==> config.mk <==
export PLATFORM = sky130hd
export DESIGN_NAME = mte_dp
export DESIGN_NICKNAME = d
export VERILOG_FILES = /design/src/design/mte_pkg.sv /design/src/design/mte_dp.sv
export SDC_FILE = /design/constraint.sdc
export NUM_CORES = 1
export LEC_CHECK = 0
export BUFFER_PORTS_ARGS = -buffer_cell sky130_fd_sc_hd__buf_2
export CAP_MARGIN = 0
export CORE_AREA = 2 2 213 215
export DETAILED_ROUTE_END_ITERATION = 6
export DIE_AREA = 0 0 215 217
export GPL_TIMING_DRIVEN = 0
export PLACE_DENSITY = 0.67
export SYNTH_ARGS = -nofsm -noshare
export SYNTH_HDL_FRONTEND = slang
export SYNTH_SLANG_ARGS = --single-unit
export TNS_END_PERCENT = 100
==> constraint.sdc <==
create_clock -name clk -period 7.1 [get_ports clk]
set_clock_uncertainty 0.1 [all_clocks]
set_input_delay 1.42 -clock clk [delete_from_list [all_inputs] [get_ports clk]]
set_output_delay 1.42 -clock clk [all_outputs]
set_load 0.03 [all_outputs]
==> src/design/mte_pkg.sv <==
// Shared types and constants for the multi-tap echo core.
// Used by the controller, the datapath and the top level; depends on nothing.
`default_nettype none

package mte_pkg;

    // Arithmetic format
    localparam int FRAC_BITS  = 12;
    localparam int CENTRE     = 2048;
    localparam int HIST_DEPTH = 4096;
    localparam int HIST_AW    = $clog2(HIST_DEPTH);

    // Field widths
    localparam int SAMPLE_W = 12;
    localparam int OUT_W    = 16;
    localparam int HIST_W   = 13;
    localparam int CFG_DW   = 13;
    localparam int CFG_AW   = 3;
    localparam int DLY_W    = 12;
    localparam int DENS_W   = 13;
    localparam int GAIN_W   = 13;

    // Spacing divider: 2^FRAC_BITS / density, one quotient bit per step
    localparam int DIV_W     = FRAC_BITS + 1;
    localparam int DIV_CNT_W = $clog2(DIV_W + 1);

    // Tap delay accumulator holds last delay plus one spacing
    localparam int DELAY_W = ((DLY_W > DIV_W) ? DLY_W : DIV_W) + 1;

    // Tap product and its shifted term
    localparam int PROD_W = GAIN_W + 1 + HIST_W;
    localparam int TERM_W = PROD_W - FRAC_BITS;

    // Register indexes
    typedef enum logic [CFG_AW-1:0] {
        REG_MAX_DELAY   = 3'd0,
        REG_FIRST_DELAY = 3'd1,
        REG_TAP_DENSITY = 3'd2,
        REG_FIRST_GAIN  = 3'd3,
        REG_GAIN_STEP   = 3'd4
    } cfg_idx_t;

    // Register reset values
    localparam logic [DLY_W-1:0]  RST_MAX_DELAY   = 12'd1024;
    localparam logic [DLY_W-1:0]  RST_FIRST_DELAY = 12'd0;
    localparam logic [DENS_W-1:0] RST_TAP_DENSITY = 13'd512;
    localparam logic [GAIN_W-1:0] RST_FIRST_GAIN  = 13'd2048;
    localparam logic [GAIN_W-1:0] RST_GAIN_STEP   = 13'd256;

    // Controller to datapath commands
    typedef struct packed {
        logic accept;
        logic write_hist;
        logic div_init;
        logic div_step;
        logic tap_setup;
        logic tap_issue;
        logic load_out;
    } ctrl_cmd_t;

    // Datapath to controller status
    typedef struct packed {
        logic tap_active;
        logic pipe_busy;
        logic out_free;
    } dp_stat_t;

endpackage

`default_nettype wire

==> src/design/mte_dp.sv <==
// Datapath of the multi-tap echo core: registers, spacing divider, tap
// pipeline, accumulator and output register. Depends on mte_pkg.
`default_nettype none

module mte_dp
    import mte_pkg::*;
(
    input  wire logic                clk,
    input  wire logic                rst_n,
    // configuration writes
    input  wire logic                cfg_we,
    input  wire logic [CFG_AW-1:0]   cfg_addr,
    input  wire logic [CFG_DW-1:0]   cfg_data,
    // sample input and result output
    input  wire logic [SAMPLE_W-1:0] sample_in,
    output logic      [OUT_W-1:0]    sample_out,
    output logic                     out_valid,
    input  wire logic                out_ready,
    // history memory port
    output logic                     hist_we,
    output logic      [HIST_AW-1:0]  hist_waddr,
    output logic      [HIST_W-1:0]   hist_wdata,
    output logic      [HIST_AW-1:0]  hist_raddr,
    input  wire logic [HIST_W-1:0]   hist_rdata,
    // control
    input  wire ctrl_cmd_t           cmd,
    output dp_stat_t                 stat
);

    // Configuration registers
    logic [DLY_W-1:0]   max_delay_reg;
    logic [DLY_W-1:0]   first_delay_reg;
    logic [DENS_W-1:0]  tap_density_reg;
    logic [GAIN_W-1:0]  first_gain_reg;
    logic [GAIN_W-1:0]  gain_step_reg;

    // Item state
    logic [SAMPLE_W-1:0] raw_reg;
    logic [HIST_AW-1:0]  wr_idx_reg;
    logic                wrapped_reg;

    // Divider
    logic [DENS_W-1:0]  divisor_reg;
    logic [DENS_W-1:0]  rem_reg;
    logic [DIV_W-1:0]   quot_reg;
    logic [DENS_W:0]    rem_shift;
    logic [DENS_W:0]    rem_diff;
    logic               rem_ge;

    // Tap walk
    logic [DIV_W-1:0]   spacing_reg;
    logic [DELAY_W-1:0] delay_reg;
    logic [GAIN_W-1:0]  gain_reg;
    logic               in_range;
    logic               written;

    // Tap pipeline
    logic               vld_a_reg;
    logic               ok_a_reg;
    logic [GAIN_W-1:0]  gain_a_reg;
    logic               vld_b_reg;
    logic signed [PROD_W-1:0] prod_reg;
    logic signed [PROD_W-1:0] prod_next;
    logic signed [TERM_W-1:0] term;
    logic [OUT_W-1:0]   acc_reg;

    logic               out_vld_reg;
    logic [OUT_W-1:0]   out_data_reg;

    // Configuration writes, unknown indexes dropped
    always_ff @(posedge clk or negedge rst_n)
    begin
        if (!rst_n)
        begin
            max_delay_reg   <= RST_MAX_DELAY;
            first_delay_reg <= RST_FIRST_DELAY;
            tap_density_reg <= RST_TAP_DENSITY;
            first_gain_reg  <= RST_FIRST_GAIN;
            gain_step_reg   <= RST_GAIN_STEP;
        end
        else if (cfg_we)
        begin
            case (cfg_addr)
                REG_MAX_DELAY:   max_delay_reg   <= cfg_data[DLY_W-1:0];
                REG_FIRST_DELAY: first_delay_reg <= cfg_data[DLY_W-1:0];
                REG_TAP_DENSITY: tap_density_reg <= cfg_data[DENS_W-1:0];
                REG_FIRST_GAIN:  first_gain_reg  <= cfg_data[GAIN_W-1:0];
                REG_GAIN_STEP:   gain_step_reg   <= cfg_data[GAIN_W-1:0];
                default:         ;
            endcase
        end
    end

    // Capture the input sample
    always_ff @(posedge clk)
    begin
        if (cmd.accept)
        begin
            raw_reg <= sample_in;
        end
    end

    // Store the centered sample at the write slot
    assign hist_we    = cmd.write_hist;
    assign hist_waddr = wr_idx_reg;
    assign hist_wdata = HIST_W'({1'b0, raw_reg}) - HIST_W'(CENTRE);

    // Advance the write slot; mark the line full after the first wrap
    always_ff @(posedge clk or negedge rst_n)
    begin
        if (!rst_n)
        begin
            wr_idx_reg  <= '0;
            wrapped_reg <= 1'b0;
        end
        else if (cmd.load_out)
        begin
            wr_idx_reg <= wr_idx_reg + 1'b1;
            if (wr_idx_reg == HIST_AW'(HIST_DEPTH - 1))
            begin
                wrapped_reg <= 1'b1;
            end
        end
    end

    // Restoring divider step for 2^FRAC_BITS / density
    assign rem_shift = {rem_reg, quot_reg[DIV_W-1]};
    assign rem_diff  = rem_shift - {1'b0, divisor_reg};
    assign rem_ge    = (rem_shift >= {1'b0, divisor_reg});

    always_ff @(posedge clk)
    begin
        if (cmd.div_init)
        begin
            divisor_reg <= (tap_density_reg == '0) ? DENS_W'(1) : tap_density_reg;
            rem_reg     <= '0;
            quot_reg    <= DIV_W'(1) << FRAC_BITS;
        end
        else if (cmd.div_step)
        begin
            rem_reg  <= rem_ge ? rem_diff[DENS_W-1:0] : rem_shift[DENS_W-1:0];
            quot_reg <= {quot_reg[DIV_W-2:0], rem_ge};
        end
    end

    // Walk the taps: delay grows by spacing, gain drops and floors at zero
    always_ff @(posedge clk)
    begin
        if (cmd.tap_setup)
        begin
            spacing_reg <= (quot_reg == '0) ? DIV_W'(1) : quot_reg;
            delay_reg   <= DELAY_W'(first_delay_reg);
            gain_reg    <= first_gain_reg;
        end
        else if (cmd.tap_issue)
        begin
            delay_reg <= delay_reg + DELAY_W'(spacing_reg);
            gain_reg  <= (gain_reg > gain_step_reg) ? gain_reg - gain_step_reg : '0;
        end
    end

    // Slot lookup; a slot never written reads as silence
    assign in_range   = (delay_reg < DELAY_W'(HIST_DEPTH));
    assign written    = wrapped_reg || (delay_reg <= DELAY_W'(wr_idx_reg));
    assign hist_raddr = wr_idx_reg - delay_reg[HIST_AW-1:0];

    // Tap pipeline: read, multiply, accumulate
    assign prod_next = $signed({1'b0, gain_a_reg}) *
                       $signed(ok_a_reg ? hist_rdata : HIST_W'(0));
    assign term      = prod_reg[PROD_W-1:FRAC_BITS];

    always_ff @(posedge clk or negedge rst_n)
    begin
        if (!rst_n)
        begin
            vld_a_reg <= 1'b0;
            vld_b_reg <= 1'b0;
        end
        else
        begin
            vld_a_reg <= cmd.tap_issue;
            vld_b_reg <= vld_a_reg;
        end
    end

    always_ff @(posedge clk)
    begin
        ok_a_reg   <= in_range && written;
        gain_a_reg <= gain_reg;
        prod_reg   <= prod_next;
        if (cmd.tap_setup)
        begin
            acc_reg <= OUT_W'(raw_reg);
        end
        else if (vld_b_reg)
        begin
            acc_reg <= acc_reg + OUT_W'(term);
        end
    end

    // Output register, freed when the beat is taken
    always_ff @(posedge clk or negedge rst_n)
    begin
        if (!rst_n)
        begin
            out_vld_reg <= 1'b0;
        end
        else if (cmd.load_out)
        begin
            out_vld_reg <= 1'b1;
        end
        else if (out_ready)
        begin
            out_vld_reg <= 1'b0;
        end
    end

    always_ff @(posedge clk)
    begin
        if (cmd.load_out)
        begin
            out_data_reg <= acc_reg;
        end
    end

    assign out_valid  = out_vld_reg;
    assign sample_out = out_data_reg;

    // Status
    assign stat.tap_active = (delay_reg <= DELAY_W'(max_delay_reg));
    assign stat.pipe_busy  = vld_a_reg || vld_b_reg;
    assign stat.out_free   = !out_vld_reg || out_ready;

endmodule

`default_nettype wire

==> results.ini <==
[floorplan]
dieArea_um2=46700
core_area_um2=44700
ioPinCount=110
die_w_um=215
initial_utilization_pct=39.1
rows=78
die_y_um=217

[routing]
antenna_left=0
avgViaCountPerCell=5.26
drc=0
routedWlPerCell_um=17.3
drtPass1Iterations=7
vias=13200
drt-total-wl_mm=43.4
drt_iter0_markers=832

[synth]
async_reset_ff_share_pct=34.2
muxShareOfSynthArea_pct=4.16
synth_top_cell_by_area=edfxtp_1
synth-edff-count=91
synth.distinct_cells=74
syn_area_um2=17500
synthAdderAreaFrac_pct=27.3
synth_xor_area_share_pct=3.36
synth_top_family_by_area=adder cells
synth_top_area_share_pct=15.6
yosys.area_share.simple_pct=13.5
synth_area_per_cell_um2=9.95
synth-compound-area-share_pct=10.2
netlist_top_cells_area=edfxtp_1 16%, fa_1 14%, ha_1 13%
syn_nets=2116
ys_ff_latch=231
postSynthCellCount=1757
ys_seq_area_share_pct=33.9
yosys_warnings=0
synth_flop_cell=edfxtp_1

[power_and_ir_drop]
leakage_nw=9.43
finalPower_mw=7.58
power.density_nw_per_um2=385
max-vdd-ir-drop_mv=0.268

[clock_network]
cts_tree=yes
cts_num_sinks=231
root_buffer=clkbuf_16
path_clk_slew_ns=0.06
clk_path_buf_depth=3
hold_buffers=0
insertion_delay_ns=0.54
htreeDepth=1
numCtsBuffers=25

[critical_path]
crit_type=input pin to flip-flop
crit_chain=buf_2, and2_1, clkbuf_1, nand2_1, fa_1, fa_1, inv_1, fa_1, fa_1, fa_1, inv_1, fa_1, inv_1, ha_4, a21oi_1, nor4bb_4, buf_4, o31ai_4, and2_4, o31ai_1, xnor2_1
required_ns=7.45
worstPathMaxFanout=7
cp-end-kind=flip-flop
crit_buf_inv=6
cp.arrival_ns=7.20
crit_family=adder cells
cp_slowest_stage_delay_ns=0.55
critPathLaunchType=input pin
path_common_cell=fa_1
worst_path_max_delay_cell=fa_1

[timing]
hold_slack_ns=0.267
tightest_slew_ns=1.20
fin_setup_tns_ns=0
fin_ws_ns=0.246
maxSlewViolCount=0
fin_crit_ns=6.85
max_freq_mhz=146
period_share_pct=96.5
setup_viol=0
max_slew_margin_pct=20.0
hold_viol=0

[layout]
areaGrowthSynthToFinish_pct=12.6
fin_area_um2=19700
layout_common_cells=232 x inv_1, 181 x ha_1, 175 x nand2_1
fill_cells=4353
drive_gt1_share_pct=12.8
nNetsFinal=2251
multi_input_area_um2=10300
regArea_um2=5940
final_common_cell=inv_1

[min_path]
hp-class=flip-flop to flip-flop

[global_route]
grt.overflow.total=0
grt_pass1_wl_mm=70.2
grt_antenna_before_repair=4
grt_pass1_vias=13400
grt_max_degree=68
grt.total_usage_pct=18.6

[place]
dp_hpwl_mm=33.9
place_ws_ns=-1.21
dpl_cell_area_um2=18800
place_congestion=0.936
io_buffers=108

[run_status]
status=finished, final reports clean

[flow_run]
drv_cap=0

[final timing paths]
check | startpoint | end | slack (ns) | cells past startpoint
min | vld_a_reg$_DFF_PN0_ | vld_b_reg$_DFF_PN0_ | 0.27 | 0
max reg2reg | ok_a_reg$_DFF_P_ | prod_reg[18]$_DFF_P_ | 0.37 | 21
min in group asynchronous | rst_n | hist_waddr[4]$_DFFE_PN0P_ | 0.62 | 1
min reg2reg | vld_a_reg$_DFF_PN0_ | vld_b_reg$_DFF_PN0_ | 0.27 | 0
max in group asynchronous | rst_n | tap_density_reg[9]$_DFFE_PN1P_ | 5.63 | 2
max | hist_rdata[7] | prod_reg[18]$_DFF_P_ | 0.25 | 21
[through the flow]
stage,util [%],instances
2_1_floorplan,-,1757
3_3_place_gp,42.0,2465
3_5_place_dp,42.1,2466
4_1_cts,44.0,2513
5_1_grt,44.0,2512
6_report,44.0,2512
[layout make-up]
| class | count | share of cell area [%] |
|---|---|---|
| diodes | 1 | 0.0127 |
| well taps | 600 | 3.81 |
| multi-input cells | 1195 | 52.4 |
| clock inverters | 5 | 0.235 |
| clock buffers | 41 | 3.79 |
| flip-flops and latches | 231 | 30.2 |
| inverters | 232 | 4.42 |
| plain buffers | 96 | 2.17 |
| repair buffers | 111 | 2.98 |
[cells in the mapped netlist (8+ instances only)]
cell type and instances:
nand2_1 175, and3_1 76, nand3_1 21, nor2_1 85, mux2i_1 21, clkbuf_1 79, ha_1 182, dfrtp_1 75
a31oi_1 10, nand4_1 14, or2_2 12, xnor2_1 48, fa_1 125, and2_1 12, o21a_1 14, xor2_1 19
dfxtp_1 61, o21ai_0 80, nor2b_1 18, inv_1 232, a21o_1 22, nor3_1 24, edfxtp_1 91, a211oi_1 18
mux2_2 45, buf_4 14, nand2b_1 17, a21oi_1 42, nor4_1 8, o31ai_1 17
[timing repair]
item	CTS	global route
pin swaps	1	1
buffers inserted	1	1
setup endpoints to repair	13	10
resized for setup	10	9
[where the power goes]
part / leakage (nW) / switching (mW) / internal, mW
clock: 0.385 / 0.533 / 0.720
sequential: 2.38 / 0.253 / 1.78
combinational: 6.67 / 2.59 / 1.70
[cells by family after synthesis]
kind of cell / Yosys count
and+or+nand+nor: 484
buffers and inverters: 331
adders and majority gates: 307
AOI/OAI and AO/OA: 270
DFF: 231
xor gates and xnor gates: 67
muxes: 67
[per-layer routing]
metal,global-route usage [%],up-vias,wire length (um)
met4,5.82,6,1400
met1,24.5,6548,18600
li1,-,6223,-
met3,2.56,81,2300
met2,31.9,357,21000
met5,0,-,36
(Power assumes the default switching activity.)
