<file path="src/design/mte_pkg.sv">
// Shared types and constants for the multi-tap echo core.
// Used by the controller, the datapath and the top level; depends on nothing.
`default_nettype none

package mte_pkg;

    // Arithmetic format
    localparam int FRAC_BITS  = 12;
    localparam int CENTRE     = 2048;
    localparam int HIST_DEPTH = 4096;
    localparam int HIST_AW    = $clog2(HIST_DEPTH);

    // Field widths
    localparam int SAMPLE_W = 12;
    localparam int OUT_W    = 16;
    localparam int HIST_W   = 13;
    localparam int CFG_DW   = 13;
    localparam int CFG_AW   = 3;
    localparam int DLY_W    = 12;
    localparam int DENS_W   = 13;
    localparam int GAIN_W   = 13;

    // Spacing divider: 2^FRAC_BITS / density, one quotient bit per step
    localparam int DIV_W     = FRAC_BITS + 1;
    localparam int DIV_CNT_W = $clog2(DIV_W + 1);

    // Tap delay accumulator holds last delay plus one spacing
    localparam int DELAY_W = ((DLY_W > DIV_W) ? DLY_W : DIV_W) + 1;

    // Tap product and its shifted term
    localparam int PROD_W = GAIN_W + 1 + HIST_W;
    localparam int TERM_W = PROD_W - FRAC_BITS;

    // Register indexes
    typedef enum logic [CFG_AW-1:0] {
        REG_MAX_DELAY   = 3'd0,
        REG_FIRST_DELAY = 3'd1,
        REG_TAP_DENSITY = 3'd2,
        REG_FIRST_GAIN  = 3'd3,
        REG_GAIN_STEP   = 3'd4
    } cfg_idx_t;

    // Register reset values
    localparam logic [DLY_W-1:0]  RST_MAX_DELAY   = 12'd1024;
    localparam logic [DLY_W-1:0]  RST_FIRST_DELAY = 12'd0;
    localparam logic [DENS_W-1:0] RST_TAP_DENSITY = 13'd512;
    localparam logic [GAIN_W-1:0] RST_FIRST_GAIN  = 13'd2048;
    localparam logic [GAIN_W-1:0] RST_GAIN_STEP   = 13'd256;

    // Controller to datapath commands
    typedef struct packed {
        logic accept;
        logic write_hist;
        logic div_init;
        logic div_step;
        logic tap_setup;
        logic tap_issue;
        logic load_out;
    } ctrl_cmd_t;

    // Datapath to controller status
    typedef struct packed {
        logic tap_active;
        logic pipe_busy;
        logic out_free;
    } dp_stat_t;

endpackage

`default_nettype wire

</file>
<file path="src/design/mte_ctrl.sv">
// Sequencing controller for the multi-tap echo core.
// Depends on mte_pkg for command and status types and divider constants.
`default_nettype none

module mte_ctrl
    import mte_pkg::*;
(
    input  wire logic      clk,
    input  wire logic      rst_n,
    input  wire logic      in_valid,
    output logic           in_ready,
    input  wire dp_stat_t  stat,
    output ctrl_cmd_t      cmd
);

    typedef enum logic [2:0] {
        ST_IDLE,
        ST_WRITE,
        ST_DIVIDE,
        ST_SETUP,
        ST_TAPS,
        ST_DRAIN,
        ST_FINISH
    } state_t;

    state_t                 state_reg;
    state_t                 state_next;
    logic [DIV_CNT_W-1:0]   cnt_reg;
    logic [DIV_CNT_W-1:0]   cnt_next;

    assign in_ready = (state_reg == ST_IDLE);

    // Decode commands and next state
    always_comb
    begin
        cmd        = '0;
        state_next = state_reg;
        cnt_next   = cnt_reg;
        case (state_reg)
            ST_IDLE:
            begin
                if (in_valid)
                begin
                    cmd.accept = 1'b1;
                    state_next = ST_WRITE;
                end
            end
            ST_WRITE:
            begin
                cmd.write_hist = 1'b1;
                cmd.div_init   = 1'b1;
                cnt_next       = '0;
                state_next     = ST_DIVIDE;
            end
            ST_DIVIDE:
            begin
                cmd.div_step = 1'b1;
                cnt_next     = cnt_reg + 1'b1;
                if (cnt_reg == DIV_CNT_W'(DIV_W - 1))
                begin
                    state_next = ST_SETUP;
                end
            end
            ST_SETUP:
            begin
                cmd.tap_setup = 1'b1;
                state_next    = ST_TAPS;
            end
            ST_TAPS:
            begin
                if (stat.tap_active)
                begin
                    cmd.tap_issue = 1'b1;
                end
                else
                begin
                    state_next = ST_DRAIN;
                end
            end
            ST_DRAIN:
            begin
                if (!stat.pipe_busy)
                begin
                    state_next = ST_FINISH;
                end
            end
            ST_FINISH:
            begin
                if (stat.out_free)
                begin
                    cmd.load_out = 1'b1;
                    state_next   = ST_IDLE;
                end
            end
            default:
            begin
                state_next = ST_IDLE;
            end
        endcase
    end

    // Hold state and step count
    always_ff @(posedge clk or negedge rst_n)
    begin
        if (!rst_n)
        begin
            state_reg <= ST_IDLE;
            cnt_reg   <= '0;
        end
        else
        begin
            state_reg <= state_next;
            cnt_reg   <= cnt_next;
        end
    end

endmodule

`default_nettype wire

</file>
<file path="config.mk">
export PLATFORM = sky130hd
export DESIGN_NAME = mte_ctrl
export DESIGN_NICKNAME = d
export VERILOG_FILES = /design/src/design/mte_pkg.sv /design/src/design/mte_ctrl.sv
export SDC_FILE = /design/constraint.sdc
export NUM_CORES = 1
export LEC_CHECK = 0
export CELL_PAD_IN_SITES_DETAIL_PLACEMENT = 0
export CELL_PAD_IN_SITES_GLOBAL_PLACEMENT = 2
export CORE_UTILIZATION = 36
export CTS_CLUSTER_DIAMETER = 40
export DETAILED_ROUTE_END_ITERATION = 10
export DONT_BUFFER_PORTS = 1
export HOLD_SLACK_MARGIN = 0.12
export PLACE_DENSITY = 0.79
export SETUP_SLACK_MARGIN = 0.02
export SLEW_MARGIN = 20
export SYNTH_ARGS = -nofsm -noshare
export SYNTH_HDL_FRONTEND = slang
export SYNTH_SLANG_ARGS = --single-unit
</file>
<file path="constraint.sdc">
create_clock -name clk -period 2.3 [get_ports clk]
set_clock_uncertainty 0.1 [all_clocks]
set_input_delay 0.46 -clock clk [delete_from_list [all_inputs] [get_ports clk]]
set_output_delay 0.46 -clock clk [all_outputs]
set_load 0.01 [all_outputs]
</file>
==> run_results.csv, run 1 <==
group,metric,value,unit
floorplanning,chipWidth,39.2,um
logic_synthesis,yosysSeqAreaShare,35.1,%
route,drc_errors,0,
flow_run,maxCapViolCount,0,
cts,cts_tree,"done",
timing,setup_viol,0,
final_layout,fin_nets,67,
global_route,grt_antenna_before_repair,0,
pwr,power.density,1350,nW/um^2
pwr,ir_worst_vdd,0.525,mV
cts,cts_buffers,3,
final_layout,layout_common_cells,"7 x dfrtp_1, 5 x o21ai_1, 4 x inv_1, 4 x a21oi_1",
floorplanning,fp.dieH,39.2,um
route,wire_per_inst,12.6,um
logic_synthesis,synth_top_flop_cell,"dfrtp_1",
setup_path,worstPathRequired,1.74,ns
timing,hold_slack,0.322,ns
final_layout,fin_util,40.5,%
timing,rsz0062_at_grt,"false",
final_layout,drive_gt1_share,17.2,%
logic_synthesis,syn_area,499,um^2
setup_path,criticalPathCategory,"reg2out",
timing,hold_viol_final,0,
cts,root_buffer,"clkbuf_4",
floorplanning,start_util,38.4,%
timing,finalSetupTns,0,ns
final_layout,largest_reg_flops,4,
timing,relSlewSlack,63.0,%
global_route,grt_pass1_vias,322,
placement,port-buffer-count,0,
route,routed_via_density,5.49,
floorplanning,dieArea,1540,um^2
logic_synthesis,syn_area_per_cell,8.91,um^2
cts,cts_sinks,7,
timing,finalCriticalPeriod,1.92,ns
placement,dp_hpwl,660,um
final_layout,area_growth,5.51,%
floorplanning,row_count,13,
final_layout,layout_commonest_cell,"dfrtp_1",
global_route,grt_max_degree,16,
setup_path,critPathLaunchType,"flip-flop",
status,status,"finished, final reports clean",
cts,clockBufferDepth,2,
final_layout,multi_input_area,267,um^2
global_route,track_usage,13.4,%
route,totalWireLength,923,um
cts,htreeDepth,1,
min_path,worstHoldPathType,"in2reg",
logic_synthesis,yosysWarningCount,0,
timing,drv_slew,0,
pwr,p_leak,0.235,nW
timing,tightest_slew,0.555,ns
setup_path,arrival,1.36,ns
placement,gp_congestion,0.733,
floorplanning,ios,14,
floorplanning,core,1300,um^2
final_layout,seq_area,175,um^2
timing,setup_ws,0.384,ns
global_route,grt_pass1_wl,1.39,mm
route,ant_nets,0,
setup_path,crit_fanout,14,
cts,clk_pin_slew_worst_paths,0.05,ns
route,vias,401,
logic_synthesis,synthArstFlopShare,100,%
setup_path,cp-end-kind,"primary output",
cts,clk_latency,0.24,ns
placement,place_ws,0.628,ns
timing,max_clock_freq,522,MHz
logic_synthesis,syn-instance-count,56,
timing,finalCritPeriodShare,83.3,%
route,drt_first_pass_iters,4,
logic_synthesis,synth_nets,64,
logic_synthesis,synth-seq-cells,7,
final_layout,fill_cells,139,
global_route,grt_remaining_overflow,0,
final_layout,diodes,0,
route,drtIter0Drc,12,
logic_synthesis,synth-edff-count,0,
logic_synthesis,synth.distinct_cells,32,
[metrics by stage]
step / cells / power, mW / area [um^2]
floorplan: 56 / 0.572 / 499
global placement: 68 / 0.608 / 490
detailed placement: 68 / 0.603 / 490
CTS: 73 / 0.716 / 527
global route: 73 / 0.784 / 527
finish: 73 / 0.710 / 527
[report_power, final]
group | total (mW) | internal [mW] | switching (mW)
Sequential | 0.312 | 0.174 | 0.138
Clock | 0.106 | 0.0659 | 0.0405
Combinational | 0.292 | 0.139 | 0.152
[cell usage after synthesis (2+ instances only)]
| master | n | area share [%] |
|---|---|---|
| inv_1 | 4 | 3.0 |
| ha_1 | 2 | 5.0 |
| o21ai_1 | 5 | 5.0 |
| a21oi_1 | 4 | 4.0 |
| o21ai_0 | 3 | 3.0 |
| nor3_1 | 2 | 2.0 |
| nand2b_1 | 2 | 2.5 |
| nor2_1 | 2 | 1.5 |
| inv_2 | 2 | 1.5 |
| dfrtp_1 | 7 | 35 |
| buf_6 | 2 | 4.5 |
[critical path: stages (launching register included)]
cell and delay, ns:
dfrtp_1 0.56, nor3_2 0.33, and2_1 0.22
[final cells by class]
type / instances / share of cell area (%)
clock buffers: 4 / 4.99
inverters: 6 / 4.28
multi-input cells: 39 / 50.6
flip-flops and latches: 7 / 33.3
well taps: 15 / 3.56
repair buffers: 2 / 3.33
[cell families (layout without fill, tap and decap cells)]
group                      Yosys count  count (layout)  share of synthesized area, %
AOI/OAI and AO/OA                   18              18                          21.8
xor gates and xnor gates             1               1                          1.75
adders and majority gates            2               2                          5.01
buffers and inverters               10              12                          11.5
DFF                                  7               7                          35.1
muxes                                1               1                          2.26
and+or+nand+nor                     17              17                          22.6
[metal layers]
metal  vias to the layer above  share of wire [%]  global-route usage, %
li1                        205                  -                      -
met1                       187                 54                   21.0
met2                         7                 42                   16.3
met3                         2                3.3                   2.31
met4                         0               0.76                   7.76
met5                         -                  0                      0
[final timing paths]
path                                 to  cells past startpoint         start  slack (ns)
max                              cmd[6]                      2  state_reg[1]        0.38
min                        state_reg[1]                      2       stat[1]        0.32
max reg2reg                  cnt_reg[3]                      3  state_reg[0]        0.86
min reg2reg                  cnt_reg[3]                      1    cnt_reg[3]        0.44
max in group asynchronous    cnt_reg[1]                      1         rst_n        1.42
min in group asynchronous  state_reg[0]                      1         rst_n        0.44
[timing repair]
item                                   4_1_cts  5_1_grt
buffers inserted                             0        0
endpoints found under the hold margin        7        0
setup endpoints to repair                    0        0
hold buffers                                 1        0
gates resized for setup                      0        0
No activity file was read; power rests on OpenSTA's default activity.
==> run 2, diff against run 1 <==
--- a/config.mk
+++ b/config.mk
@@ -7,12 +7,12 @@
 export LEC_CHECK = 0
 export CELL_PAD_IN_SITES_DETAIL_PLACEMENT = 0
 export CELL_PAD_IN_SITES_GLOBAL_PLACEMENT = 2
-export CORE_UTILIZATION = 36
+export CORE_UTILIZATION = 33
 export CTS_CLUSTER_DIAMETER = 40
 export DETAILED_ROUTE_END_ITERATION = 10
 export DONT_BUFFER_PORTS = 1
 export HOLD_SLACK_MARGIN = 0.12
-export PLACE_DENSITY = 0.79
+export PLACE_DENSITY = 0.74
 export SETUP_SLACK_MARGIN = 0.02
 export SLEW_MARGIN = 20
 export SYNTH_ARGS = -nofsm -noshare
==> constraint.sdc (replaced) <==
create_clock -name clk -period 1.95 [get_ports clk]
set_clock_uncertainty 0.1 [all_clocks]
set_input_delay 0.39 -clock clk [delete_from_list [all_inputs] [get_ports clk]]
set_output_delay 0.39 -clock clk [all_outputs]
set_load 0.01 [all_outputs]
==> run 2 against run 1 <==
  * Combinational power increased by 21%
  * Die area rose by 8.6%
  * Total power up 21%
  * Non-clock buffer count unchanged
  * Global-route usage up 0.43 points
  * Sequential share of layout area up 0.32 points
  * Utilization down 1.3 points
  * Critical path depth did not move
  * Worst hold slack worse by 0.080 ns
  * Largest cell class unchanged
==> run_results.csv, run 2 (synthesis results as in run 1) <==
group,metric,value,unit
setup_path,crit_fanout,15,
timing,finalCriticalPeriod,1.83,ns
flow_run,maxCapViolCount,0,
final_layout,area_growth,6.02,%
route,drc_errors,0,
global_route,track_usage,13.8,%
status,status,"finished, final reports clean",
timing,drv_slew,0,
timing,relSlewSlack,71.1,%
cts,clk_latency,0.25,ns
placement,gp_congestion,0.779,
cts,htreeDepth,1,
timing,rsz0062_at_grt,"false",
setup_path,arrival,1.34,ns
placement,placed_cell_area,490,um^2
floorplanning,fp.dieH,40.9,um
placement,port-buffer-count,0,
setup_path,reg2regPathDepth,3,
route,vias,407,
timing,setup_viol,0,
setup_path,cp-startpoint,"state_reg[2]",
min_path,worstHoldPathType,"in2reg",
setup_path,r2r-end,"cnt_reg[3]",
setup_path,critPathLaunchType,"flip-flop",
timing,finalCritPeriodShare,94.0,%
timing,tightest_slew,0.433,ns
setup_path,criticalPathCategory,"reg2out",
route,drt_first_pass_iters,4,
final_layout,drive_gt1_share,20.7,%
global_route,grt_antenna_before_repair,0,
cts,clockBufferDepth,2,
floorplanning,dieArea,1670,um^2
final_layout,fin_nets,67,
route,ant_nets,0,
floorplanning,start_util,37.0,%
timing,hold_viol_final,0,
timing,finalSetupTns,0,ns
floorplanning,ios,14,
global_route,grt_pass1_vias,338,
timing,max_clock_freq,545,MHz
global_route,grt_remaining_overflow,0,
final_layout,fin_area,529,um^2
floorplanning,core,1350,um^2
route,totalWireLength,1.06,mm
placement,dp_hpwl,744,um
cts,cts_tree,"done",
final_layout,diodes,0,
pwr,p_leak,0.232,nW
pwr,ir_worst_vdd,0.612,mV
setup_path,r2r_slack,0.53,ns
setup_path,cp-end-kind,"primary output",
floorplanning,chipWidth,40.9,um
pwr,power.density,1620,nW/um^2
floorplanning,row_count,13,
pwr,total_power,0.858,mW
final_layout,layout_common_cells,"5 x o21ai_1, 5 x dfrtp_1, 4 x inv_1, 4 x a21oi_1",
route,drtIter0Drc,12,
setup_path,endpoint,"cmd[6]",
cts,cts_buffers,3,
cts,root_buffer,"clkbuf_4",
route,wire_per_inst,14.5,um
cts,cts_sinks,7,
global_route,grt_pass1_wl,1.45,mm
final_layout,largest_reg_flops,4,
setup_path,worstPathRequired,1.46,ns
global_route,grt_max_degree,16,
setup_path,regToRegStartpoint,"state_reg[2]",
cts,clk_pin_slew_worst_paths,0.05,ns
route,routed_via_density,5.58,
## run 2: how the worst min path moves through the flow
| stage | from | to | slack, ns | cells after the start |
|---|---|---|---|---|
| after floorplan | rst_n | cnt_reg[0] | -0.006 | 0 |
| after global placement | rst_n | cnt_reg[0] | -0.005 | 0 |
| after detailed placement | rst_n | cnt_reg[1] | -0.005 | 0 |
| after CTS | stat[1] | state_reg[1] | 0.24 | 2 |
| after global routing | stat[1] | state_reg[1] | 0.24 | 2 |
| final | stat[1] | state_reg[1] | 0.24 | 2 |
## run 2: worst max-delay path: stages (launching register included)
cell,delay (ns)
dfrtp_1,0.53
nor3_2,0.34
and2_1,0.22
## run 2: metrics by stage
stage               setup WS [ns]  utilization [%]  hold slack [ns]  cells
floorplan                   0.329                -         -0.00559     56
global placement            0.372             36.3         -0.00542     68
detailed placement          0.366             36.3         -0.00542     68
CTS                        0.0785             39.0            0.239     73
global route               0.0385             39.2            0.239     73
finish                      0.117             39.2            0.243     73
## run 2: final cells by class
type / count / area, um^2
fill: 158 / 821
multi-input combinational: 39 / 267
sequential: 7 / 178
clock buffer: 4 / 26.3
inverter: 6 / 22.5
tap: 15 / 18.8
timing repair buffer: 2 / 17.5
## run 2: what timing repair did
item,4_1_cts,5_1_grt
hold endpoints to repair,7,0
hold buffers,1,0
setup buffers,0,0
resized for setup,0,2
setup endpoints to repair,0,3
## run 2: power by group
group          leakage (nW)  switching [mW]  internal, mW  total (mW)
Combinational         0.130           0.189         0.165       0.354
Sequential           0.0877           0.164         0.210       0.374
Clock                0.0150          0.0519        0.0780       0.130
Total                 0.232           0.405         0.453       0.858
## run 2: layer usage
layer / track usage, % / up-vias / share of wire [%]
met3: 1.63 / 5 / 3.4
li1: - / 205 / -
met2: 16.4 / 10 / 44
met4: 12.5 / 0 / 3.3
met1: 20.7 / 187 / 49
met5: 0 / - / 0
