$ cat src/design/mte_ram.sv
// Generic single-write, single-read RAM with registered read data.
// Standalone; no package dependency.
`default_nettype none

module mte_ram #(
    parameter int WIDTH = 8,
    parameter int DEPTH = 16
) (
    input  wire logic                     clk,
    input  wire logic                     we,
    input  wire logic [$clog2(DEPTH)-1:0] waddr,
    input  wire logic [WIDTH-1:0]         wdata,
    input  wire logic [$clog2(DEPTH)-1:0] raddr,
    output logic      [WIDTH-1:0]         rdata
);

    logic [WIDTH-1:0] mem [DEPTH];

    // Write port
    always_ff @(posedge clk)
    begin
        if (we)
        begin
            mem[waddr] <= wdata;
        end
    end

    // Registered read port
    always_ff @(posedge clk)
    begin
        rdata <= mem[raddr];
    end

endmodule

`default_nettype wire

$ cat config.mk
export PLATFORM = sky130hd
export DESIGN_NAME = mte_ram
export DESIGN_NICKNAME = d
export VERILOG_FILES = /design/src/design/mte_ram.sv
export SDC_FILE = /design/constraint.sdc
export NUM_CORES = 1
export LEC_CHECK = 0
export ABC_AREA = 1
export BUFFER_PORTS_ARGS = -buffer_cell sky130_fd_sc_hd__buf_4
export CORE_MARGIN = 1.5
export CORE_UTILIZATION = 31
export CTS_BUF_LIST = sky130_fd_sc_hd__clkbuf_4 sky130_fd_sc_hd__clkbuf_8 sky130_fd_sc_hd__clkbuf_16
export DETAILED_ROUTE_END_ITERATION = 16
export PLACE_DENSITY = 0.57
export SLEW_MARGIN = 20
export SYNTH_ARGS = -nofsm -noshare
export SYNTH_HDL_FRONTEND = slang
export SYNTH_SLANG_ARGS = --single-unit
$ cat constraint.sdc
create_clock -name clk -period 1.7 [get_ports clk]
set_input_delay 0.34 -clock clk [delete_from_list [all_inputs] [get_ports clk]]
set_output_delay 0.34 -clock clk [all_outputs]
set_load 0.02 [all_outputs]
==> metrics.csv, run 1 <==
metric;value;unit
power.switching;1.62;mW
synth_nets;569;
cap_violations;0;
yosysSeqAreaShare;69.4;%
synth_seq_cells;136;
drv_slew;0;
start_util;31.9;%
tns;0;ns
crit_path_top_delay_cell;dfxtp_1;
slowest_delay;0.40;ns
required;1.36;ns
cts_hold_buf;0;
path_max_fanout;1;
dp_slack;0.0680;ns
irDropWorstVdd;0.000718;V
drt_iter0_drc;386;
critical_path_arrival;0.98;ns
setup_viol;0;
final_util;38.0;%
hpwlAfterDp;8300;µm
rsz0062_at_grt;false;
worst_hold_path_type;input port to flip-flop;
worstSetupEndpointType;output port;
grt_first_pass_wirelength;21300;µm
clock_latency;0.41;ns
root_buffer;clkbuf_16;
syn_avg_cell_area;10.5;µm²
critical-path-top-delay-family;flip-flops;
switching_share;20.5;%
n_antenna_cell;0;
cts_buffers;17;
pwr-share-seq;47.7;%
p_leak;2.97;nW
cts_sinks;136;
worstMarginPinSlew;0.580;ns
drt-total-wl;13500;µm
critPathLaunchType;flip-flop;
path_cells;buf_4;
wl_per_cell;16.2;µm
rows;49;
grt_max_degree;65;
power_frac_comb;6.5;%
layout_min_cycle_time;1.32;ns
status;finished, violations left;
pwr-share-clk;45.7;%
crit_type;flip-flop to output port;
violations;DRC;
io_pins;26;
drive_gt1_share;13.2;%
routabilityCongestion;0.845;
die_x;139;µm
core;18100;µm²
fin_crit_sh;77.7;%
num_vias;3811;
drtPass1Iterations;11;
dieArea;19400;µm²
area_delta_synth_final;19.2;%
drt-vias-per-instance;4.57;
ys.warnings.count;0;
power_density;1150;nW/µm²
antenna_left;0;
holdWs;0.268;ns
ys_types;12;
grt_pass1_vias;3891;
drc_errors;3;
finalHoldViolCount;0;
fin_nets;610;
timing.final.ws_setup;0.379;ns
clk_path_buf_depth;2;
ctsHtreeMaxLevel;4;
grt_use_total;14.9;%
dieHeight;139;µm
grt-ovfl-total;0;
numPortBuffers;25;
cts_resized;0;
max_freq;0.757;GHz
internal_power;6.29;mW
synthCells;551;
cts_tree;built;
clock_skew;0.00770;ns
netlist_area;5770;µm²
path_buf_inv;1;
post-cts-setup-buffer-count;0;
relSlewSlack;61.3;%
antenna_found_initial;0;
cts.clk_slew.worst_paths;0.05;ns
[layout by cell type (no fill, tap or decap), drive strengths merged]
cell type  netlist  routed
nand2          173     173
edfxtp         128     128
inv            102     102
nand3           97      97
buf             24      46
clkbuf           0      28
nor2            17      17
dfxtp            8       8
nand3b           2       2
bufinv           0       2
clkinv           0       2
[synth_stat cells]
cell type | count | area share [%]
inv_1 | 100 | 6.5
buf_4 | 4 | 0.52
nand2_1 | 173 | 11
dfxtp_1 | 8 | 2.8
buf_2 | 13 | 1.1
edfxtp_1 | 128 | 67
nand3_1 | 97 | 8.4
nand3b_1 | 2 | 0.26
inv_2 | 2 | 0.13
buf_6 | 6 | 1.2
buf_1 | 1 | 0.065
nor2_1 | 17 | 1.1
[tightest hold or removal path, delay by kind of cell]
family,cells,cell delay (ns)
and+or+nand+nor,2,0.14
buffers and inverters,1,0.17
[state kept, by name (all words and copies together), names as in the netlist]
register,cells
mem,128
rdata,8
[per-layer routing]
| metal | up-vias | wire (µm) | GRT usage (%) | part of all wire [%] |
|---|---|---|---|---|
| li1 | 1861 | - | - | - |
| met4 | 0 | 247 | 6.83 | 1.8 |
| met2 | 112 | 6720 | 24.7 | 50 |
| met1 | 1822 | 5830 | 18.6 | 43 |
| met5 | - | 0 | 0 | 0 |
| met3 | 16 | 719 | 3.54 | 5.3 |
[power groups by stage]
| stage | clock [mW] | combinational (mW) | sequential, mW |
|---|---|---|---|
| floorplan | 0 | 0.264 | 3.86 |
| global placement | 0 | 0.516 | 3.84 |
| detailed placement | 0 | 0.519 | 3.85 |
| CTS | 3.69 | 0.522 | 3.78 |
| global route | 3.83 | 0.569 | 3.78 |
| finish | 3.62 | 0.516 | 3.78 |
[logic make-up (layout without fill, tap and decap cells)]
logic type	count (synthesis)	after routing	share of synthesized area, %
buffers and inverters	126	180	9.52
DFF	136	136	69.4
and+or+nand+nor	289	289	21.0
[path summary, 6_finish.rpt]
check | slack, ns | to | startpoint | cells after the start
worst max-delay path | 0.38 | rdata[5] | rdata[5]$_DFF_P_ | 1
worst min-delay path | 0.27 | rdata[7]$_DFF_P_ | raddr[3] | 3
worst max register to register | 0.62 | rdata[1]$_DFF_P_ | mem[5][1]$_DFFE_PP_ | 6
worst min register to register | 0.67 | rdata[4]$_DFF_P_ | mem[15][4]$_DFFE_PP_ | 6
[final cells by class]
cell class	instances	area [µm²]
fillers	1753	11200
flip-flops and latches	136	4000
multi-input cells	289	1210
clock buffers	28	520
repair buffers	46	395
inverters	102	383
well taps	229	287
clock inverters	4	70.1
[metrics by stage]
stage / total power, mW / instances / cell area [µm²]
final: 7.91 / 834 / 6870
after global placement: 4.36 / 802 / 6280
after floorplan: 4.13 / 551 / 5770
after CTS: 7.99 / 834 / 6870
after global routing: 8.18 / 834 / 6870
after detailed placement: 4.37 / 802 / 6280
(Power assumes the default switching activity.)
==> run 2: changes to the inputs <==
--- a/config.mk
+++ b/config.mk
@@ -11,7 +11,7 @@
 export CORE_UTILIZATION = 31
 export CTS_BUF_LIST = sky130_fd_sc_hd__clkbuf_4 sky130_fd_sc_hd__clkbuf_8 sky130_fd_sc_hd__clkbuf_16
 export DETAILED_ROUTE_END_ITERATION = 16
-export PLACE_DENSITY = 0.57
+export PLACE_DENSITY = 0.58
 export SLEW_MARGIN = 20
 export SYNTH_ARGS = -nofsm -noshare
 export SYNTH_HDL_FRONTEND = slang
==> constraint.sdc (replaced) <==
create_clock -name clk -period 1.1 [get_ports clk]
set_input_delay 0.22 -clock clk [delete_from_list [all_inputs] [get_ports clk]]
set_output_delay 0.22 -clock clk [all_outputs]
set_load 0.02 [all_outputs]
==> run 2 against run 1 <==
  * First-iteration DRC count rose by 11%
  * Clock power rose by 62%
  * Non-clock buffer count rose by 24
  * The run ends with DRC, setup timing left
==> metrics.csv, run 2 (synthesis gave the netlist of run 1 again) <==
metric;value;unit
status;finished, violations left;
violations;DRC, setup timing;
layout_common_cells;nand2_1 (173), edfxtp_1 (128), inv_1 (100);
start_util;31.9;%
dieHeight;139;µm
n_antenna_cell;0;
holdWs;0.129;ns
fin_area;7170;µm²
hpwlAfterDp;8970;µm
slowest_delay;0.36;ns
area_delta_synth_final;24.4;%
crit_path_top_delay_cell;dfxtp_2;
rows;49;
clock_skew;0.00588;ns
rsz0062_at_grt;true;
top_regs;mem (128), rdata (8);
die_x;139;µm
pwr-share-seq;46.4;%
grt_pass1_vias;3895;
wl_per_cell;15.8;µm
pwr-share-clk;46.6;%
root_buffer;clkbuf_16;
clock_latency;0.42;ns
core;18100;µm²
cts.clk_slew.worst_paths;0.06;ns
switching_share;21.3;%
cts_sinks;136;
irDropWorstVdd;0.00115;V
antenna_found_initial;0;
drc_errors;2;
setup_viol;2;
io_pins;26;
final_util;39.7;%
p_leak;3.10;nW
dp_slack;-0.173;ns
crit_type;flip-flop to output port;
grt_max_degree;41;
required;0.88;ns
worst_hold_path_type;input port to flip-flop;
final_common_cell;nand2_1;
power.switching;2.68;mW
ctsHtreeMaxLevel;4;
internal_power;9.92;mW
path_cells;buf_6;
grt-ovfl-total;0;
drive_gt1_share;18.4;%
drt_iter0_drc;427;
cap_violations;0;
drt-total-wl;13500;µm
grt_use_total;14.9;%
drv_slew;0;
largest_register_ffs;128;
drt-vias-per-instance;4.60;
relSlewSlack;77.3;%
fin_crit_sh;101;%
drtPass1Iterations;11;
path_buf_inv;1;
numPortBuffers;25;
critPathLaunchType;flip-flop;
critical-path-top-delay-family;flip-flops;
path_max_fanout;1;
power_frac_comb;7.0;%
cts_hold_buf;0;
critical_path_arrival;0.89;ns
max_freq;0.899;GHz
cts_buffers;17;
finalHoldViolCount;0;
routabilityCongestion;0.904;
worstMarginPinSlew;0.340;ns
worstSetupEndpointType;output port;
grt_first_pass_wirelength;21500;µm
num_vias;3948;
power_density;1760;nW/µm²
clk_path_buf_depth;2;
fin_nets;634;
tns;-0.0234;ns
cts_tree;built;
layout_min_cycle_time;1.11;ns
placed_area;6510;µm²
largest-register;mem;
dieArea;19400;µm²
antenna_left;0;
timing.final.ws_setup;-0.0123;ns
==> run 2: power by group through the flow <==
stage | Sequential [mW] | Clock (mW) | Combinational, mW
finish | 5.85 | 5.87 | 0.880
global route | 5.86 | 6.23 | 0.969
CTS | 5.85 | 5.98 | 0.887
detailed placement | 5.94 | 0 | 0.861
global placement | 5.94 | 0 | 0.854
floorplan | 5.97 | 0 | 0.412
==> run 2: what timing repair did <==
item                                   4_1_cts  5_1_grt
setup buffers                                0        0
gates resized for setup                     15        2
gates cloned                                 0        0
setup endpoints to repair                    8        8
endpoints found under the hold margin        0        0
==> run 2: cell type report <==
| type | instances | area, µm² |
|---|---|---|
| Multi-Input combinational cell | 289 | 1230 |
| Inverter | 102 | 383 |
| Timing Repair Buffer | 70 | 643 |
| Clock inverter | 14 | 181 |
| Sequential cell | 136 | 4010 |
| Tap cell | 229 | 287 |
| Fill cell | 1704 | 10900 |
| Clock buffer | 18 | 433 |
==> run 2: through the flow <==
stage | power, mW | cells
after floorplan | 6.38 | 551
after global placement | 6.79 | 826
after detailed placement | 6.80 | 826
after CTS | 12.7 | 858
after global routing | 13.1 | 858
final | 12.6 | 858
==> run 2: routing by layer <==
metal	track usage [%]	vias to the layer above	routed length [µm]
li1	-	1905	-
met1	20.2	1895	6400
met2	22.9	124	6040
met3	3.92	24	801
met4	6.10	0	299
met5	0	-	0
==> run 2: path summary, 6_finish.rpt <==
check	end	cells after the start	slack (ns)	startpoint
setup / recovery	rdata[4]	1	-0.01	rdata[4]$_DFF_P_
hold / removal	mem[0][5]$_DFFE_PP_	1	0.13	wdata[5]
setup reg to reg	rdata[1]$_DFF_P_	6	0.08	mem[1][1]$_DFFE_PP_
hold reg to reg	rdata[7]$_DFF_P_	6	0.67	mem[6][7]$_DFFE_PP_
==> run 3: changes to the inputs <==
--- a/config.mk
+++ b/config.mk
@@ -5,13 +5,12 @@
 export SDC_FILE = /design/constraint.sdc
 export NUM_CORES = 1
 export LEC_CHECK = 0
-export ABC_AREA = 1
 export BUFFER_PORTS_ARGS = -buffer_cell sky130_fd_sc_hd__buf_4
 export CORE_MARGIN = 1.5
 export CORE_UTILIZATION = 31
 export CTS_BUF_LIST = sky130_fd_sc_hd__clkbuf_4 sky130_fd_sc_hd__clkbuf_8 sky130_fd_sc_hd__clkbuf_16
 export DETAILED_ROUTE_END_ITERATION = 16
-export PLACE_DENSITY = 0.58
+export PLACE_DENSITY = 0.59
 export SLEW_MARGIN = 20
 export SYNTH_ARGS = -nofsm -noshare
 export SYNTH_HDL_FRONTEND = slang
==> run 3 against run 2 <==
  * The run ends with setup timing left
  * Setup slack got worse by 0.18 ns
  * Clock power decreased by 4.1%
  * Synthesized area decreased by 11%
  * Global-route usage decreased by 2.8 points
  * Sequential share of layout area increased by 3.7 points
  * Sequential power about the same
==> metrics.csv, run 3 <==
metric;value;unit
grt-ovfl-total;0;
largest_register_ffs;128;
irDropWorstVdd;0.00113;V
die_x;132;µm
worst_hold_path_type;input port to flip-flop;
dieHeight;132;µm
fin_crit_sh;117;%
io_pins;26;
netlist_area;5150;µm²
crit_path_end;rdata[3]$_DFF_P_;
synth_area_leaders;edfxtp_1 (75%), mux4_2 (7.9%), mux4_1 (7.1%);
core;16100;µm²
yosysMostFrequentCell;edfxtp_1;
power_density;1820;nW/µm²
drt-vias-per-instance;4.58;
grt_first_pass_wirelength;15300;µm
async_flop_share;0;%
dp_slack;-0.540;ns
yosysSeqAreaShare;77.8;%
syn_avg_cell_area;22.5;µm²
grt_max_degree;17;
cts_sinks;136;
dieArea;17400;µm²
path_max_fanout;1;
synth_seq_cells;136;
finalHoldViolCount;0;
violations;setup timing;
register_area;4010;µm²
ys_types;19;
clock_latency;0.41;ns
slowest_delay;0.49;ns
crit_path_top_delay_cell;mux4_2;
fillCellCount;1395;
antenna_found_initial;0;
r2r_setup_slack;-0.19;ns
critPathLaunch;mem[3][3]$_DFFE_PP_;
synthCells;229;
cts.clk_slew.worst_paths;0.06;ns
critPathLaunchType;flip-flop;
largest-register;mem;
timing.final.ws_setup;-0.191;ns
drc_errors;0;
rsz0062_at_grt;true;
synth_commonest_cells;edfxtp_1 (128), mux4_2 (18), a22oi_1 (16), mux4_1 (14), nor2_1 (13);
synth_top_area_share;74.7;%
cts_tree;built;
r2r_cells;3;
antenna_left;0;
root_buffer;clkbuf_16;
area_delta_synth_final;30.4;%
ys.warnings.count;0;
hpwlAfterDp;6700;µm
hold_depth;1;
rr_startpoint;mem[3][3]$_DFFE_PP_;
finalNonFillerCells;529;
status;finished, violations left;
r2r_end;rdata[3]$_DFF_P_;
synth-main-ff-cell;edfxtp_1;
top_regs;mem (128), rdata (8);
grt_pass1_vias;2665;
fin_nets;318;
relSlewSlack;40.5;%
max_freq;0.775;GHz
layout_min_cycle_time;1.29;ns
drt-total-wl;9740;µm
dp.cells;497;
routabilityCongestion;0.723;
worstMarginPinSlew;0.891;ns
p_leak;2.23;nW
grt_use_total;12.1;%
cts_buffers;17;
synth_nets;247;
cap_violations;0;
required;1.39;ns
num_vias;2425;
drive_gt1_share;48.9;%
path_cells;mux4_2 > a22oi_2 > nand2_1;
cts_hold_buf;0;
setup_viol;8;
drv_slew;0;
wl_per_cell;18.4;µm
synth_area_leader_cell;edfxtp_1;
layout_common_cells;edfxtp_1 (128), buf_4 (40), mux4_2 (32);
drtPass1Iterations;4;
numPortBuffers;25;
clock_skew;0.00657;ns
critical_path_arrival;1.58;ns
start_util;32.1;%
worstSetupEndpointType;flip-flop;
rows;46;
drt_iter0_drc;218;
synth_edf_count;128;
clk_path_buf_depth;2;
final_util;41.8;%
final_common_cell;edfxtp_1;
ctsHtreeMaxLevel;4;
n_antenna_cell;0;
crit_type;flip-flop to flip-flop;
multiInputGateArea;1140;µm²
## run 3: cell types whose count changed after synthesis, moves of 4 or more
cell     delta
a22oi_1    +16
buf_2      -10
inv_1     -100
mux4_1     +14
mux4_2     +18
nand2_1   -164
nand3_1    -96
nor2_1      -4
nor3_1      +4
## run 3: worst max-delay path: cells and delay by family (launching register included)
kind	cells	cell delay [ns]
DFF	1	0.36
AOI/OAI and AO/OA	1	0.23
muxes	1	0.49
and+or+nand+nor	1	0.09
## run 3: timing repair
item                       4_1_cts  5_1_grt
pin swaps                        3        3
buffers inserted                 0        0
resized for setup               12        7
setup endpoints to repair       10       14
## run 3: through the flow
step / total power, mW / setup TNS (ns) / area (µm²) / hold WS [ns]
after floorplan: 6.31 / -13.55 / 5210 / 0.319
after global placement: 6.67 / -32.91 / 6040 / 0.525
after detailed placement: 6.68 / -34.58 / 6040 / 0.535
after CTS: 12.3 / -1.31 / 6690 / 0.104
after global routing: 12.6 / -1.67 / 6710 / 0.118
final: 12.2 / -1.18 / 6710 / 0.113
## run 3: logic make-up (layout without fill, tap and decap cells)
| logic type | Yosys count | after routing | synth area share, % |
|---|---|---|---|
| multiplexers | 32 | 32 | 15.0 |
| AO/OA/AOI/OAI | 16 | 16 | 2.33 |
| flip-flops | 136 | 136 | 77.8 |
| buffers and inverters | 10 | 94 | 1.68 |
| AND/OR/NAND/NOR | 35 | 35 | 3.18 |
## run 3: area by class of cell
class                           instances  share of cell area [%]
Sequential cell                       136                    59.7
Multi-Input combinational cell         83                    16.9
Timing Repair Buffer                   62                    10.4
Clock buffer                           19                    6.66
Tap cell                              216                    4.03
Clock inverter                         13                    2.29
## run 3: report_power, final
| group | internal, mW | switching [mW] |
|---|---|---|
| clock | 3.63 | 2.00 |
| sequential | 5.80 | 0.0373 |
| combinational | 0.385 | 0.389 |
| total | 9.81 | 2.43 |
## run 3: worst min path at each step
stage	start	end	slack (ns)
3_5_place_dp	wdata[4]	mem[6][4]$_DFFE_PP_	0.53
3_3_place_gp	wdata[4]	mem[6][4]$_DFFE_PP_	0.53
2_1_floorplan	wdata[0]	mem[0][0]$_DFFE_PP_	0.32
6_report	wdata[4]	mem[7][4]$_DFFE_PP_	0.11
5_1_grt	wdata[4]	mem[3][4]$_DFFE_PP_	0.12
4_1_cts	wdata[4]	mem[6][4]$_DFFE_PP_	0.10
## run 3: metal layers
layer,up-vias,routed length [µm],track usage [%]
li1,1103,-,-
met1,1256,4530,15.9
met2,58,4770,18.9
met3,8,349,3.65
met4,0,92,4.81
met5,-,0,0
